**src/design/hfpp_pkg.sv**
```systemverilog
// Package for the hex frame parity parser.
// Holds line geometry, register index codes, the decoded field struct and the
// hex digit helpers. Depends on nothing.
`default_nettype none

package hfpp_pkg;

   // Line geometry: positions held per line and the widths that follow from it.
   localparam int LINE_LENGTH = 16;
   localparam int CNT_W       = $clog2(LINE_LENGTH + 1);
   localparam int IDX_W       = $clog2(LINE_LENGTH);

   // Character that closes a line.
   localparam logic [7:0] LINE_FEED = 8'h0A;

   // Start positions of the hex digit pairs within a line.
   localparam int POS_TYPE    = 1;
   localparam int POS_NODE    = 4;
   localparam int POS_ID      = 7;
   localparam int POS_PAYLOAD = 10;
   localparam int POS_PARITY  = 13;

   // Control register indexes.
   typedef enum logic [2:0] {
      CSR_COMMAND_TYPE      = 3'd0,
      CSR_REPLY_TYPE        = 3'd1,
      CSR_DATA_INT_TYPE     = 3'd2,
      CSR_DATA_BYTE_TYPE    = 3'd3,
      CSR_DATA_REQUEST_TYPE = 3'd4
   } csr_index_type;

   // Fields decoded from the line buffer, passed to the top level.
   typedef struct packed {
      logic [7:0] msg_type;
      logic [7:0] node_id;
      logic [7:0] id_field;
      logic [7:0] payload;
      logic [7:0] parity;
      logic       full;
   } line_fields_type;

   // Converts one ASCII character to a hex digit; anything that is not a
   // hex digit reads as zero. Letters are folded to lower case first.
   function automatic logic [3:0] hex_nibble(input logic [7:0] c);
      logic [7:0] low;
      begin
         low = c | 8'h20;
         if (c >= 8'h30 && c <= 8'h39) begin
            return c[3:0];
         end else if (low >= 8'h61 && low <= 8'h66) begin
            return 4'(low[3:0] + 4'd9);
         end else begin
            return 4'd0;
         end
      end
   endfunction

   // Combines two characters into one byte, high digit first.
   function automatic logic [7:0] hex_pair(input logic [7:0] hi, input logic [7:0] lo);
      return {hex_nibble(hi), hex_nibble(lo)};
   endfunction

endpackage

`default_nettype wire

```
**src/design/hfpp_line_buf.sv**
```systemverilog
// Line buffer of the hex frame parity parser: stores received characters,
// counts them and decodes the fixed hex pairs of the stored line.
// Depends on hfpp_pkg.
`default_nettype none

module hfpp_line_buf (
   input  wire logic                     clock,
   input  wire logic                     reset,
   input  wire logic                     wr_en,
   input  wire logic [7:0]               wr_byte,
   output      hfpp_pkg::line_fields_type fields
);

   logic [7:0]                 store_ff [hfpp_pkg::LINE_LENGTH];
   logic [hfpp_pkg::CNT_W-1:0] count_ff;
   logic [hfpp_pkg::CNT_W-1:0] count_in;
   logic                       full_ff;
   logic                       full_in;
   logic                       room;
   logic                       is_lf;
   // Stored characters plus one zero slot past the end for pairs that run over.
   logic [7:0]                 tap [hfpp_pkg::LINE_LENGTH + 1];

   assign room  = (count_ff < hfpp_pkg::CNT_W'(hfpp_pkg::LINE_LENGTH));
   assign is_lf = (wr_byte == hfpp_pkg::LINE_FEED);

   // Count update: saturate at the line length, restart after a line feed.
   always_comb begin
      count_in = count_ff;
      full_in  = full_ff;
      if (wr_en) begin
         if (is_lf) begin
            count_in = '0;
            full_in  = (count_ff >= hfpp_pkg::CNT_W'(hfpp_pkg::LINE_LENGTH - 1));
         end else if (room) begin
            count_in = count_ff + 1'b1;
         end
      end
   end

   always_ff @(posedge clock) begin
      if (reset) begin
         count_ff <= '0;
         full_ff  <= 1'b0;
      end else begin
         count_ff <= count_in;
         full_ff  <= full_in;
      end
   end

   // Character store; the line feed itself is stored while there is room.
   always_ff @(posedge clock) begin
      if (reset) begin
         for (int i = 0; i < hfpp_pkg::LINE_LENGTH; i++) begin
            store_ff[i] <= '0;
         end
      end else if (wr_en && room) begin
         store_ff[count_ff[hfpp_pkg::IDX_W-1:0]] <= wr_byte;
      end
   end

   always_comb begin
      for (int i = 0; i < hfpp_pkg::LINE_LENGTH; i++) begin
         tap[i] = store_ff[i];
      end
      tap[hfpp_pkg::LINE_LENGTH] = 8'h00;
   end

   // Fixed-position decode of the stored line.
   always_comb begin
      fields.msg_type = hfpp_pkg::hex_pair(tap[hfpp_pkg::POS_TYPE],
                                           tap[hfpp_pkg::POS_TYPE + 1]);
      fields.node_id  = hfpp_pkg::hex_pair(tap[hfpp_pkg::POS_NODE],
                                           tap[hfpp_pkg::POS_NODE + 1]);
      fields.id_field = hfpp_pkg::hex_pair(tap[hfpp_pkg::POS_ID],
                                           tap[hfpp_pkg::POS_ID + 1]);
      fields.payload  = hfpp_pkg::hex_pair(tap[hfpp_pkg::POS_PAYLOAD],
                                           tap[hfpp_pkg::POS_PAYLOAD + 1]);
      fields.parity   = hfpp_pkg::hex_pair(tap[hfpp_pkg::POS_PARITY],
                                           tap[hfpp_pkg::POS_PARITY + 1]);
      fields.full     = full_ff;
   end

endmodule

`default_nettype wire

```
**src/design/hex_frame_parity_parser.sv**
```systemverilog
// Hex frame parity parser, top level. Takes one character per cycle while
// no decode waits on a stalled response. A line feed is stored and sets the
// decode-pending flag; the decode of the stored line is registered into the
// response register once the output is free. Reset clears the line store,
// the count, the kept ids and check value and loads the default type codes.
// Depends on hfpp_pkg and hfpp_line_buf.
`default_nettype none

module hex_frame_parity_parser (
   input  wire logic       clock,
   input  wire logic       reset,
   input  wire logic       req_valid,
   output      logic       req_ready,
   input  wire logic [7:0] req_rx_byte,
   output      logic       rsp_valid,
   input  wire logic       rsp_ready,
   output      logic [7:0] rsp_msg_type,
   output      logic [7:0] rsp_node_id,
   output      logic [7:0] rsp_payload,
   output      logic [7:0] rsp_command_id,
   output      logic [7:0] rsp_sensor_id,
   output      logic [7:0] rsp_received_parity,
   output      logic [7:0] rsp_computed_parity,
   output      logic       rsp_accepted,
   input  wire logic       csr_wr_en,
   input  wire logic [2:0] csr_index,
   input  wire logic [7:0] csr_wdata
);

   hfpp_pkg::line_fields_type fields;

   logic [7:0] cmd_code_ff, reply_code_ff, int_code_ff, byte_code_ff, dreq_code_ff;
   logic       dec_valid_ff, dec_valid_in;
   logic [7:0] cmd_id_ff, cmd_id_in;
   logic [7:0] sensor_id_ff, sensor_id_in;
   logic [7:0] check_ff, check_in;
   logic       rsp_valid_ff, rsp_valid_in;
   logic       out_free;
   logic       advance;
   logic       req_fire;
   logic       lf_fire;
   logic       is_cmd, is_data;
   logic [7:0] new_check;

   // Control registers.
   always_ff @(posedge clock) begin
      if (reset) begin
         cmd_code_ff   <= 8'd0;
         reply_code_ff <= 8'd1;
         int_code_ff   <= 8'd2;
         byte_code_ff  <= 8'd3;
         dreq_code_ff  <= 8'd4;
      end else if (csr_wr_en) begin
         unique case (csr_index)
            hfpp_pkg::CSR_COMMAND_TYPE:      cmd_code_ff   <= csr_wdata;
            hfpp_pkg::CSR_REPLY_TYPE:        reply_code_ff <= csr_wdata;
            hfpp_pkg::CSR_DATA_INT_TYPE:     int_code_ff   <= csr_wdata;
            hfpp_pkg::CSR_DATA_BYTE_TYPE:    byte_code_ff  <= csr_wdata;
            hfpp_pkg::CSR_DATA_REQUEST_TYPE: dreq_code_ff  <= csr_wdata;
            default: ;
         endcase
      end
   end

   // Handshake: a pending decode holds off new characters until it can move on.
   assign out_free  = !rsp_valid_ff || rsp_ready;
   assign advance   = dec_valid_ff && out_free;
   assign req_ready = !dec_valid_ff || out_free;
   assign req_fire  = req_valid && req_ready;
   assign lf_fire   = req_fire && (req_rx_byte == hfpp_pkg::LINE_FEED);

   hfpp_line_buf u_line_buf (
      .clock   (clock),
      .reset   (reset),
      .wr_en   (req_fire),
      .wr_byte (req_rx_byte),
      .fields  (fields)
   );

   // Type matching and kept-state update; command types take priority.
   assign is_cmd    = (fields.msg_type == cmd_code_ff) || (fields.msg_type == reply_code_ff);
   assign is_data   = (fields.msg_type == int_code_ff) || (fields.msg_type == byte_code_ff) ||
                      (fields.msg_type == dreq_code_ff);
   assign new_check = fields.msg_type ^ fields.node_id ^ fields.id_field ^ fields.payload;

   always_comb begin
      cmd_id_in    = cmd_id_ff;
      sensor_id_in = sensor_id_ff;
      check_in     = check_ff;
      if (advance) begin
         priority if (is_cmd) begin
            cmd_id_in = fields.id_field;
            check_in  = new_check;
         end else if (is_data) begin
            sensor_id_in = fields.id_field;
            check_in     = new_check;
         end
      end
   end

   // Decode-pending flag and response valid.
   always_comb begin
      dec_valid_in = dec_valid_ff;
      if (advance) begin
         dec_valid_in = 1'b0;
      end
      if (lf_fire) begin
         dec_valid_in = 1'b1;
      end
      rsp_valid_in = rsp_valid_ff;
      if (advance) begin
         rsp_valid_in = 1'b1;
      end else if (rsp_ready) begin
         rsp_valid_in = 1'b0;
      end
   end

   always_ff @(posedge clock) begin
      if (reset) begin
         dec_valid_ff <= 1'b0;
         rsp_valid_ff <= 1'b0;
         cmd_id_ff    <= '0;
         sensor_id_ff <= '0;
         check_ff     <= '0;
      end else begin
         dec_valid_ff <= dec_valid_in;
         rsp_valid_ff <= rsp_valid_in;
         cmd_id_ff    <= cmd_id_in;
         sensor_id_ff <= sensor_id_in;
         check_ff     <= check_in;
      end
   end

   // Response register.
   always_ff @(posedge clock) begin
      if (advance) begin
         rsp_msg_type        <= fields.msg_type;
         rsp_node_id         <= fields.node_id;
         rsp_payload         <= fields.payload;
         rsp_command_id      <= cmd_id_in;
         rsp_sensor_id       <= sensor_id_in;
         rsp_received_parity <= fields.parity;
         rsp_computed_parity <= check_in;
         rsp_accepted        <= fields.full && (check_in == fields.parity);
      end
   end

   assign rsp_valid = rsp_valid_ff;

endmodule

`default_nettype wire

```
**config.mk**
```make
export PLATFORM = sky130hd
export DESIGN_NAME = hex_frame_parity_parser
export DESIGN_NICKNAME = d
export VERILOG_FILES = /design/src/design/hfpp_pkg.sv /design/src/design/hfpp_line_buf.sv /design/src/design/hex_frame_parity_parser.sv
export SDC_FILE = /design/constraint.sdc
export NUM_CORES = 1
export LEC_CHECK = 0
export BUFFER_PORTS_ARGS = -buffer_cell sky130_fd_sc_hd__buf_2
export CAP_MARGIN = 30
export CELL_PAD_IN_SITES_DETAIL_PLACEMENT = 1
export CELL_PAD_IN_SITES_GLOBAL_PLACEMENT = 1
export CORE_UTILIZATION = 46
export CTS_BUF_LIST = sky130_fd_sc_hd__clkbuf_8
export DETAILED_ROUTE_END_ITERATION = 10
export HOLD_SLACK_MARGIN = 0.15
export PLACE_DENSITY_LB_ADDON = 0.15
export SLEW_MARGIN = 25
export SYNTH_ARGS = -nofsm -noshare
export SYNTH_HDL_FRONTEND = slang
export SYNTH_SLANG_ARGS = --single-unit
```
**constraint.sdc**
```tcl
create_clock -name clock -period 10.5 [get_ports clock]
set_input_delay 1.05 -clock clock [delete_from_list [all_inputs] [get_ports clock]]
set_output_delay 1.05 -clock clock [all_outputs]
set_load 0.05 [all_outputs]
```
==> impl_results.md <==
- Die W: 152 um
- Final WL: 27.4 mm
- GRT overflow: 0
- CTS resizes: 0
- Cell mode on critical path: nor2_1
- Post-synth top area cell: edfxtp_1
- Synth Cell Area: 0.0104 mm2
- Leak: 4.78 nW
- Tmin final: 4160 ps
- Routability cong.: 0.858
- Crit Path Class: flip-flop to flip-flop
- Worst-Skew Late Latency: 540 ps
- Clock network power share: 43.3%
- Sw Share: 24.3%
- Synth Instances: 960
- Startpoint types: flip-flop
- Root Buffer: clkbuf_8
- Post-synthesis average cell area: 10.8 um2
- Post-synth EDFFs: 137
- First-pass GRT wire length: 42.8 mm
- TNS Setup: 0 ps
- Final core utilization: 53.7%
- Worst slew margin: 36.8%
- Yosys reg bits: 209
- # port buffers: 82
- WP data arrival: 4530 ps
- Remaining DRCs: 11
- DRT iter0 DRCs: 418
- Hold WC Path Type: flip-flop to flip-flop
- Fraction of registers with async set/reset: 0%
- H-Tree Level Count: 2
- Initial antenna violation count: 1
- Max cap viols: 0
- Yosys warns: 0
- Worst-path fanout max: 8
- Most flop-heavy register: u_line_buf.store_ff
- Synth-to-layout area growth: 13.8%
- CP max stage delay: 730 ps
- Slew @ Worst Pin: 948 ps
- Via-to-Cell Ratio: 5.56
- Rows: 54
- Max-slew violations: 0
- CTS Hold Bufs: 0
- Pwr dens: 152 mW/mm2
- Die area: 0.0231 mm2
- Sequential area share after synthesis: 53.6%
- Io pins: 83
- Post-synth top area share: 39.7%
- RSZ-0062 raised after global routing: no
- Die height: 152 um
- Pint: 1.36 mW
- Pre-antenna DRT Iters: 8
- Clock sink count: 209
- Vias in the first global route: 7711
- Register share of total power: 50.5%
- Synth area leaders: edfxtp_1 (40%), dfxtp_1 (14%), ha_1 (5.1%)
- Hold Vio Cnt, Final: 0
- Fmax: 0.241 GHz
- Clock slew at reported path FFs: 60 ps
- VDD IR max: 87.0 uV
- Total setup buffers inserted after CTS: 0
- Antenna Cells: 0
- Maximum clock path buffer count: 3
- Failing checks: DRC
- Gate power share: 6.2%
- Crit-path slowest cell: nor3b_2
- Crit-path cells: inv_1 > ha_1 > nor3b_1 > nor4_1 > nor2_1 > xnor2_1 > a2111oi_0 > and4_1 > nor2_1 > nor3b_2 > mux2_2 > nor2b_1
- Gr usage total: 24.0%
- Layout cell share with drive strength beyond 1: 17.2%
- Via Count: 7575
- Setup Skew: 16.9 ps
- Largest register FFs: 80
- FILL cells: 2402
- CTS tree: built
- Post-DP HPWL: 19.5 mm
- Routed WL per cell: 20.1 um
- Outcome: finished with violations
- Net Sw Power: 0.436 mW
- Synth unique cells: 73
- Setup Viol. Count Final: 0
- Syn Nets: 1026
- Required time worst endpoint: 10870 ps
- Tcrit/Tclk final: 39.6%
- Final net count: 1119
- Num CTS Buffers: 38
- Initial core utilization: 47.2%
- CP Capture Type: flip-flop
- Core area: 0.0220 mm2
- Post-route ant nets: 0
- Primary FF master, synth: edfxtp_1
- CP delay by family, top: simple AND/OR/NAND/NOR gates
- CP Buf/Inv Count: 1
- Largest net degree at the start of global routing: 84
==> cells in the final DEF (no fill, tap or decap), types with 4 or more instances in the layout <==
master,Yosys,routed
nand4_1,11,11
dfxtp_1,72,72
nand3_1,22,22
nand2b_1,9,9
ha_1,42,42
clkinv_2,0,6
nor4_1,4,4
or3_1,4,4
xnor2_1,34,34
o211ai_1,4,4
buf_2,2,82
nor4b_1,6,6
clkinv_1,0,9
and3_1,33,33
or2_2,12,12
mux2i_1,10,10
nand2_1,113,113
a21oi_1,59,59
o21bai_1,9,9
a21o_1,4,4
xor2_1,25,25
o22ai_1,4,4
and2_1,60,60
nor3_1,11,11
nand3b_1,7,7
o22a_1,4,4
nor2b_1,23,22
edfxtp_1,137,137
o21ai_0,28,28
inv_1,45,54
nor2_1,44,44
mux2_2,19,19
clkbuf_8,0,40
nor3b_1,6,6
a22o_1,5,5
==> per-layer routing <==
metal / global-route usage, % / part of all wire, %
met2: 39.7 / 48
met1: 32.4 / 46
met3: 3.71 / 4.1
met5: 0 / 0
met4: 7.00 / 2.0
==> power groups by stage <==
stage,sequential (mW),combinational (mW),clock (mW)
after detailed placement,0.922,0.111,0
after global placement,0.921,0.108,0
final,0.905,0.112,0.776
after global routing,0.907,0.122,0.828
after CTS,0.905,0.112,0.792
after floorplan,0.915,0.0764,0
==> final timing paths <==
check | depth (start not counted) | slack [ps] | start | end
max reg2reg | 12 | 6340 | u_line_buf.store_ff[2][1] | sensor_id_ff[1]
min | 2 | 460 | reply_code_ff[5] | reply_code_ff[5]
max | 12 | 6340 | u_line_buf.store_ff[2][1] | sensor_id_ff[1]
min reg2reg | 2 | 460 | reply_code_ff[5] | reply_code_ff[5]
==> metrics by stage <==
stage | area, um2 | hold slack, ps | power, mW | cells | setup WS, ps
finish | 11800 | 464 | 1.79 | 1362 | 6340
global route | 11800 | 506 | 1.86 | 1362 | 5980
CTS | 11800 | 462 | 1.81 | 1362 | 6370
detailed placement | 11000 | 455 | 1.03 | 1293 | 6360
global placement | 11000 | 445 | 1.03 | 1291 | 6510
floorplan | 10400 | 436 | 0.992 | 960 | 5090
==> synthesized netlist by cell type, types with 28 or more instances <==
| library cell | number |
|---|---|
| a21oi_1 | 59 |
| and2_1 | 60 |
| and3_1 | 33 |
| clkbuf_1 | 30 |
| dfxtp_1 | 72 |
| edfxtp_1 | 137 |
| ha_1 | 42 |
| inv_1 | 45 |
| nand2_1 | 113 |
| nor2_1 | 44 |
| o21ai_0 | 28 |
| xnor2_1 | 34 |
==> cell type report <==
type / count / area, um2 / share of cell area [%]
flip-flops and latches: 209 / 5560 / 47.1
multi-input cells: 673 / 4520 / 38.3
clock buffers: 40 / 551 / 4.67
repair buffers: 86 / 449 / 3.81
well taps: 280 / 350 / 2.97
clock inverters: 29 / 203 / 1.72
inverters: 45 / 169 / 1.43
==> logic make-up after synthesis <==
logic type	count (synthesis)	synth area share, %
adders and majority gates	42	5.07
muxes	29	3.03
DFF	209	53.6
xor gates and xnor gates	59	4.98
and+or+nand+nor	391	20.8
buffers and inverters	78	2.92
AOI/OAI and AO/OA	152	9.64
==> tightest hold or removal path: stages, from the launching register on <==
cell and delay, ps:
dfxtp_1 310, nand2_1 50, a21oi_1 60
No activity file was read; power rests on OpenSTA's default activity.
